==> config.mk <==
export PLATFORM = sky130hd
export DESIGN_NAME = grj_divpipe
export DESIGN_NICKNAME = d
export VERILOG_FILES = /design/src/gaussian_residual_jacobian_assert.svh /design/src/grj_pkg.sv /design/src/grj_divpipe.sv
export SDC_FILE = /design/constraint.sdc
export NUM_CORES = 2
export LEC_CHECK = 0
export BUFFER_PORTS_ARGS = -buffer_cell sky130_fd_sc_hd__buf_4
export CORE_MARGIN = 8
export CORE_UTILIZATION = 40
export CTS_BUF_LIST = sky130_fd_sc_hd__clkbuf_8
export DETAILED_ROUTE_END_ITERATION = 16
export PLACE_DENSITY = 0.61
export SLEW_MARGIN = 20
export SYNTH_ARGS = -nofsm -noshare
export SYNTH_HDL_FRONTEND = slang
export SYNTH_SLANG_ARGS = --single-unit
==> constraint.sdc <==
create_clock -name clk -period 4.69 [get_ports clk]
set_clock_uncertainty 0.05 [all_clocks]
set_input_delay 0.469 -clock clk [delete_from_list [all_inputs] [get_ports clk]]
set_output_delay 0.469 -clock clk [all_outputs]
set_load 0.05 [all_outputs]
==> src/gaussian_residual_jacobian_assert.svh <==
// assertion macros shared by the gaussian residual and jacobian rtl
`ifndef GAUSSIAN_RESIDUAL_JACOBIAN_ASSERT_SVH
`define GAUSSIAN_RESIDUAL_JACOBIAN_ASSERT_SVH

// same-cycle implication, clocked on clk, off while arst_n is low
`define GRJ_ASSERT_SAME(label, ante, cons, msg) \
	label: assert property (@(posedge clk) disable iff (!arst_n) (ante) |-> (cons)) \
		else $error(msg);

// next-cycle implication, clocked on clk, off while arst_n is low
`define GRJ_ASSERT_NEXT(label, ante, cons, msg) \
	label: assert property (@(posedge clk) disable iff (!arst_n) (ante) |=> (cons)) \
		else $error(msg);

`endif

==> src/grj_pkg.sv <==
// shared constants, types and functions of the gaussian residual and jacobian block
package grj_pkg;

	localparam int FRAC_BITS = 16;
	localparam int MAX_SAMPLES_DEF = 4096;
	localparam int IDX_W = 12;
	localparam int DATA_W = 32;
	localparam int POS_W = 31;
	localparam int DIST_W = 34;
	localparam int R_W = 20;
	localparam int R2_W = 23;
	localparam int R_QW = 21;
	localparam int OUT_QW = 33;
	localparam int G_W = 31;
	localparam int TAB_W = 30;

	localparam logic [30:0] LOG2E_Q30 = 31'd1549082005;
	localparam logic [G_W-1:0] Q30_ONE = G_W'(1 << 30);
	localparam logic [31:0] SAT_MAX = 32'h7fff_ffff;
	localparam logic [31:0] SAT_MIN = 32'h8000_0000;

	typedef enum logic [1:0] {
		REG_AMPLITUDE = 2'd0,
		REG_CENTER    = 2'd1,
		REG_WIDTH     = 2'd2
	} reg_idx_t;

	// sample data riding along the distance divider
	typedef struct packed {
		logic              neg;
		logic [DATA_W-1:0] y;
		logic [POS_W-1:0]  sig;
	} grj_samp_t;

	// sample data riding along the exponential pipe
	typedef struct packed {
		logic              neg;
		logic [R_W-1:0]    r;
		logic [R2_W-1:0]   r2;
		logic [DATA_W-1:0] y;
		logic [POS_W-1:0]  sig;
	} grj_side_t;

	function automatic logic [63:0] isqrt64(input logic [63:0] x);
		logic [63:0] rem;
		logic [63:0] res;
		logic [63:0] bits;
		rem = x;
		res = '0;
		bits = 64'd1 << 62;
		for (int i = 0; i < 32; i++) begin
			if (rem >= res + bits) begin
				rem = rem - (res + bits);
				res = (res >> 1) + bits;
			end else begin
				res = res >> 1;
			end
			bits = bits >> 2;
		end
		return res;
	endfunction

	// factors 2^(-2^-(j+1)) in q30, by repeated square roots
	function automatic logic [FRAC_BITS*TAB_W-1:0] build_pow_tab();
		logic [63:0] v;
		logic [FRAC_BITS*TAB_W-1:0] tab;
		v = 64'd1 << 29;
		tab = '0;
		for (int i = 0; i < FRAC_BITS; i++) begin
			v = isqrt64(v << 30);
			tab[i*TAB_W +: TAB_W] = v[TAB_W-1:0];
		end
		return tab;
	endfunction

	localparam logic [FRAC_BITS*TAB_W-1:0] POW_TAB = build_pow_tab();

	// round half up from the doubled quotient, apply sign, saturate
	function automatic logic [31:0] sat_out(input logic [OUT_QW-1:0] quo, input logic ovf,
		input logic neg);
		logic [OUT_QW:0] q;
		logic [OUT_QW:0] nq;
		logic [31:0] res;
		q = ({1'b0, quo} + (OUT_QW+1)'(1)) >> 1;
		nq = -q;
		if (ovf) begin
			res = neg ? SAT_MIN : SAT_MAX;
		end else if (neg) begin
			res = (q > (OUT_QW+1)'(SAT_MIN)) ? SAT_MIN : nq[31:0];
		end else begin
			res = (q > (OUT_QW+1)'(SAT_MAX)) ? SAT_MAX : q[31:0];
		end
		return res;
	endfunction

endpackage

==> src/grj_divpipe.sv <==
// pipelined restoring divider, one quotient bit per stage, with overflow flag
module grj_divpipe import grj_pkg::*; #(
	parameter int NW = 49,
	parameter int DW = 31,
	parameter int QW = 21,
	parameter int SW = 1
) (
	input  logic          clk,
	input  logic          arst_n,
	input  logic          in_valid,
	input  logic [NW-1:0] in_num,
	input  logic [DW-1:0] in_den,
	input  logic [SW-1:0] in_side,
	output logic          out_valid,
	output logic [QW-1:0] out_quo,
	output logic          out_ovf,
	output logic [SW-1:0] out_side
);

	localparam int HW = NW - QW;
	localparam int CW = (HW > DW) ? HW : DW;

	logic          valid_s [QW+1];
	logic [DW-1:0] rem_s   [QW+1];
	logic [DW-1:0] den_s   [QW+1];
	logic [QW-1:0] lo_s    [QW+1];
	logic [QW-1:0] quo_s   [QW+1];
	logic          ovf_s   [QW+1];
	logic [SW-1:0] side_s  [QW+1];

	logic [CW-1:0] hi_ext;
	logic [CW-1:0] den_ext;
	logic          ovf_c;

	// quotient does not fit when the top part already reaches the divisor
	assign hi_ext  = CW'(in_num[NW-1:QW]);
	assign den_ext = CW'(in_den);
	assign ovf_c   = hi_ext >= den_ext;

	always_ff @(posedge clk or negedge arst_n) begin
		if (!arst_n) begin
			valid_s[0] <= 1'b0;
		end else begin
			valid_s[0] <= in_valid;
		end
	end

	always_ff @(posedge clk) begin
		rem_s[0]  <= ovf_c ? '0 : hi_ext[DW-1:0];
		den_s[0]  <= in_den;
		lo_s[0]   <= in_num[QW-1:0];
		quo_s[0]  <= '0;
		ovf_s[0]  <= ovf_c;
		side_s[0] <= in_side;
	end

	for (genvar b = 1; b <= QW; b++) begin : g_step
		logic [DW:0] trial;
		logic        ge;

		assign trial = {rem_s[b-1], lo_s[b-1][QW-1]};
		assign ge    = trial >= {1'b0, den_s[b-1]};

		always_ff @(posedge clk or negedge arst_n) begin
			if (!arst_n) begin
				valid_s[b] <= 1'b0;
			end else begin
				valid_s[b] <= valid_s[b-1];
			end
		end

		always_ff @(posedge clk) begin
			rem_s[b]  <= ge ? DW'(trial - {1'b0, den_s[b-1]}) : trial[DW-1:0];
			den_s[b]  <= den_s[b-1];
			lo_s[b]   <= lo_s[b-1] << 1;
			quo_s[b]  <= {quo_s[b-1][QW-2:0], ge};
			ovf_s[b]  <= ovf_s[b-1];
			side_s[b] <= side_s[b-1];
		end
	end

	assign out_valid = valid_s[QW];
	assign out_quo   = quo_s[QW];
	assign out_ovf   = ovf_s[QW];
	assign out_side  = side_s[QW];

endmodule

== After elaboration in Yosys (flattened, before gate mapping) ==
Memory sizes are Yosys's and may differ from the RTL's.
Cells that the tools add are included.

* Bits in latches: 0
* Memory bits (read-only): 0
* Logic and storage cells: 93
* Memories kept: 6
* Output and inout port bits: 24
* RAM bits: 2332
* Register bits: 22
* Bits of input ports: 84

* Multiplexer cells: 22
* Multiply operators: 0
* Reduce and logical (&&, ||, !) cells: 0
* Divide/modulo/power cells: 0
* Bitwise gates (word level): 0
* Add/sub/neg operators: 21
* Shift operators: 0
* $lt $le $gt $ge: 22
* Eq/ne operators: 0

{| class="wikitable"
|+ Memory list
! name !! words !! width !! read ports !! clocked after memory_dff !! wr ports !! line !! source
|-
| den_s || 22 || 31 || 21 || 0 || 22 || grj_divpipe.sv:25 || <nowiki>logic [DW-1:0] den_s [QW+1];</nowiki>
|-
| rem_s || 22 || 31 || 21 || 0 || 22 || grj_divpipe.sv:24 || <nowiki>logic [DW-1:0] rem_s [QW+1];</nowiki>
|-
| lo_s || 22 || 21 || 21 || 0 || 22 || grj_divpipe.sv:26 || <nowiki>logic [QW-1:0] lo_s [QW+1];</nowiki>
|-
| quo_s || 22 || 21 || 22 || 0 || 22 || grj_divpipe.sv:27 || <nowiki>logic [QW-1:0] quo_s [QW+1];</nowiki>
|-
| ovf_s || 22 || 1 || 22 || 0 || 22 || grj_divpipe.sv:28 || <nowiki>logic ovf_s [QW+1];</nowiki>
|-
| side_s || 22 || 1 || 22 || 0 || 22 || grj_divpipe.sv:29 || <nowiki>logic [SW-1:0] side_s [QW+1];</nowiki>
|}

{| class="wikitable"
|+ Operators by type and width
! kind !! count
|-
| $ge 32x31->1 || 21
|-
| $mux 31 || 21
|-
| $sub 31x31->31 || 21
|-
| $ge 28x31->1 || 1
|-
| $mux 28 || 1
|}

== Depth between registers and ports, before layout ==
An unclocked memory read counts as a cell.

* Depth in word-level cells: 3
* Mapped depth: 16
* Mapped depth without buffers: 15

== Least setup slack after synthesis ==
Ideal clock, no wire load.

* Kind: register to register
* Start point: memory lo_s[18][20], in the netlist lo_s[2][62]
* End point: memory rem_s[19][19]
* Library setup time: 0.121 ns
* Stages on the path, launching flop included: 16
* Clock period less this slack: 3.251 ns
* Setup slack: 1.439 ns
* Path buffers: 2
* Data required time: 4.519 ns
* Arrival: 3.080 ns
* Cell sequence: dfxtp_1 inv_1 ha_1 fa_1 nor2b_1 o21ai_1 a21boi_1 o311ai_1 nand3_1 o21ai_1 a2111o_1 a21oi_1 o32a_1 buf_2 buf_2 mux2_2

{| class="wikitable"
|+ RTL lines
! element !! line
|-
| from (decl) || grj_divpipe.sv:26
|-
| to (decl) || grj_divpipe.sv:24
|}

==> flow_summary.toml <==
[outcome]
status = "finished clean"

[clock_tree]
cts_sinks = 1827
numCtsBuffers = 328
cts_tree = "built"
post_cts_buffers = 0
clkTransAtPathRegs_ps = 50
cts_root_buf = "clkbuf_8"
htreeDepth = 5
cts.path.max_buffers = 4
clock_latency_ps = 1020

[logic_synthesis]
synth_top_area_frac = 0.470
synth-async-reset-ratio = 0.0120
yosys_warnings = 0
synth_top_area_cell = "dfxtp_1"
postSynthCellCount = 8146
synth_flop_cell = "dfxtp_1"
synth_seq_area_share = 0.477
synth_edf_count = 0
synth.area.top_cells = "dfxtp_1 47%, ha_1 11%, a21oi_1 4.3%"
syn_area_per_cell_um2 = 9.44
synth.cell_area_um2 = 76900
synth_seq_cells = 1827
synth_nets = 8927
synth_cell_type_count = 99

[route]
first_iter_violations = 2966
wl_um = 171000
drc = 0
routedWlPerCell_um = 15.0
via_per_inst = 4.96
dr.pass1.iters = 5
vias = 56248
ant_nets = 0

[sta]
fmax_mhz = 251
rsz0062_at_grt = "no"
fin_crit_ps = 3980
hold_viol = 0
max_slew_margin = 0.327
finalSetupViolCount = 0
setup_tns_ps = 0
timing.final.ws_setup_ps = 710
finalCritPeriodShare = 0.849
slew_viol_final = 0
worst_slew_pin_slew_ps = 1010
hold_slack_ps = 162

[place]
dp_worst_setup_slack_ps = 700
io_buffers = 107
dpl.hpwl_um = 129000
placed_cells = 10639
place.gp.congestion = 0.935

[pwr]
leakagePower_nw = 41.7
p_seq_frac = 0.334
total_power_mw = 66.4
p_sw_frac = 0.381
peakVddDrop_mv = 0.358
combPwrFrac = 0.443
p_switching_mw = 25.3
power_density_nw_per_um2 = 749
clock_power_share = 0.223
p_int_mw = 41.1

[floorplan]
die_w_um = 455
initial_utilization = 0.401
pin_count = 108
num_rows = 161
die-area_um2 = 207000
coreArea_um2 = 192000
die_h_um = 455

[setup_path]
end_kind = "flop"
reg2reg_slack_ps = 710
cp_max_fo = 36
crit_arrival_ps = 4850
critical_path_required_ps = 5560
crit_type = "reg -> reg"
start_kind = "flop"

[final_layout]
most-common-layout-cells = "1805 x dfxtp_1, 906 x inv_1, 703 x nand2_1"
layout-drive-gt1-share = 0.0829
final_nets = 9362
area.growth.synth_to_final_pct = 15.3
instances_no_fill = 11343
layout_commonest_cell = "dfxtp_1"

[global_route]
grt_overflow = 0
grt_pass1_wl_um = 280000
grt_max_degree = 62
antenna_found_initial = 5
grt_pass1_vias = 56409
grt_usage = 0.162

[flow_run]
maxCapViolations = 0

[worst_hold_path]
hold_path_class = "in -> reg"
[worst max-delay path, stage by stage, from the launching register on]
cell and delay, ps:
dfxtp_1 370, ha_1 210, fa_1 220, nor2b_1 60, o21ai_1 170, a21boi_1 140, o311ai_1 490, o21ai_1 200
a221o_1 450, a31oi_1 390, o21bai_1 200, a21oi_4 450, buf_12 250, mux2i_1 210
[Yosys cell counts, types with 21 or more instances]
master and n:
a211oi_1 36, a21o_1 346, a21oi_1 659, a31oi_1 62
and2_1 26, and3_1 53, buf_2 28, clkbuf_1 141
dfrtp_1 22, dfxtp_1 1805, ha_1 677, inv_1 816
mux2_1 43, mux2_2 56, nand2_1 704, nand2b_1 97
nand3_1 99, nand4_1 98, nor2_1 380, nor2b_1 132
nor3_1 82, o211ai_1 22, o21a_1 76, o21ai_0 400
o21ai_1 294, o21bai_1 64, o31ai_1 42, or3_1 21
xnor2_1 289, xor2_1 250
[cell type report]
| cell class | count | area, um2 |
|---|---|---|
| antenna | 6 | 15.0 |
| clock buffer | 403 | 5550 |
| tap | 2526 | 3160 |
| inverter | 823 | 3090 |
| clock inverter | 157 | 1080 |
| sequential | 1827 | 36700 |
| fill | 18129 | 103000 |
| multi-input combinational | 5320 | 36500 |
| timing repair buffer | 281 | 2560 |
[final timing paths]
| check | startpoint | endpoint | depth (start not counted) |
|---|---|---|---|
| min in group asynchronous | arst_n | out_valid$_DFF_PN0_ | 4 |
| worst min register to register | lo_s[1][56]$_DFF_P_ | lo_s[1][78]$_DFF_P_ | 0 |
| max in group asynchronous | arst_n | valid_s[18]$_DFF_PN0_ | 4 |
| worst min-delay path | in_num[0] | lo_s[0][0]$_DFF_P_ | 2 |
| worst max-delay path | den_s[0][186]$_DFF_P_ | rem_s[7][0]$_DFF_P_ | 13 |
| worst max register to register | den_s[0][186]$_DFF_P_ | rem_s[7][0]$_DFF_P_ | 13 |
[routing by layer]
layer	up-vias	wire, um	part of all wire	track usage
li1	28822	-	-	-
met1	25721	75900	0.44	0.196
met2	1251	80400	0.47	0.282
met3	454	7360	0.043	0.0290
met4	0	6920	0.041	0.0714
met5	-	0	0	0
[cells by family (layout without fill, tap and decap cells)]
family                   after synthesis  after routing  share of synthesized area
adder cells (fa/ha/maj)              697            697                      0.115
multiplexers                         106            106                     0.0155
buffers and inverters                999           1664                     0.0494
flip-flops                          1827           1827                      0.477
AND/OR/NAND/NOR                     1774           1774                      0.108
other                                  0              6                          0
AO/OA/AOI/OAI                       2204           2204                      0.174
XOR/XNOR                             539            539                     0.0614
[registers in the layout, summed over array words and instances, names as in the netlist]
name	count
lo_s	231
den_s	651
valid_s	21
rem_s	648
side_s	22
out_valid	1
quo_s	231
ovf_s	22
[power by group through the flow]
stage / Sequential, mW / Clock, mW / Combinational (mW)
2_1_floorplan: 21.7 / 0 / 22.9
3_3_place_gp: 22.6 / 0 / 28.7
3_5_place_dp: 22.5 / 0 / 29.0
4_1_cts: 22.2 / 15.5 / 29.3
5_1_grt: 22.6 / 16.2 / 33.0
6_report: 22.2 / 14.8 / 29.4
[timing repair]
action,4_1_cts,5_1_grt
gates resized for setup,0,0
hold endpoints to repair,105,20
hold buffers,137,1
setup endpoints to repair,0,0
[per-stage QoR]
step	util	area (um2)
5_1_grt	0.462	88700
4_1_cts	0.462	88700
3_5_place_dp	0.421	80700
6_report	0.462	88700
3_3_place_gp	0.421	80700
2_1_floorplan	-	76900
Power figures use the tool's default switching activity.
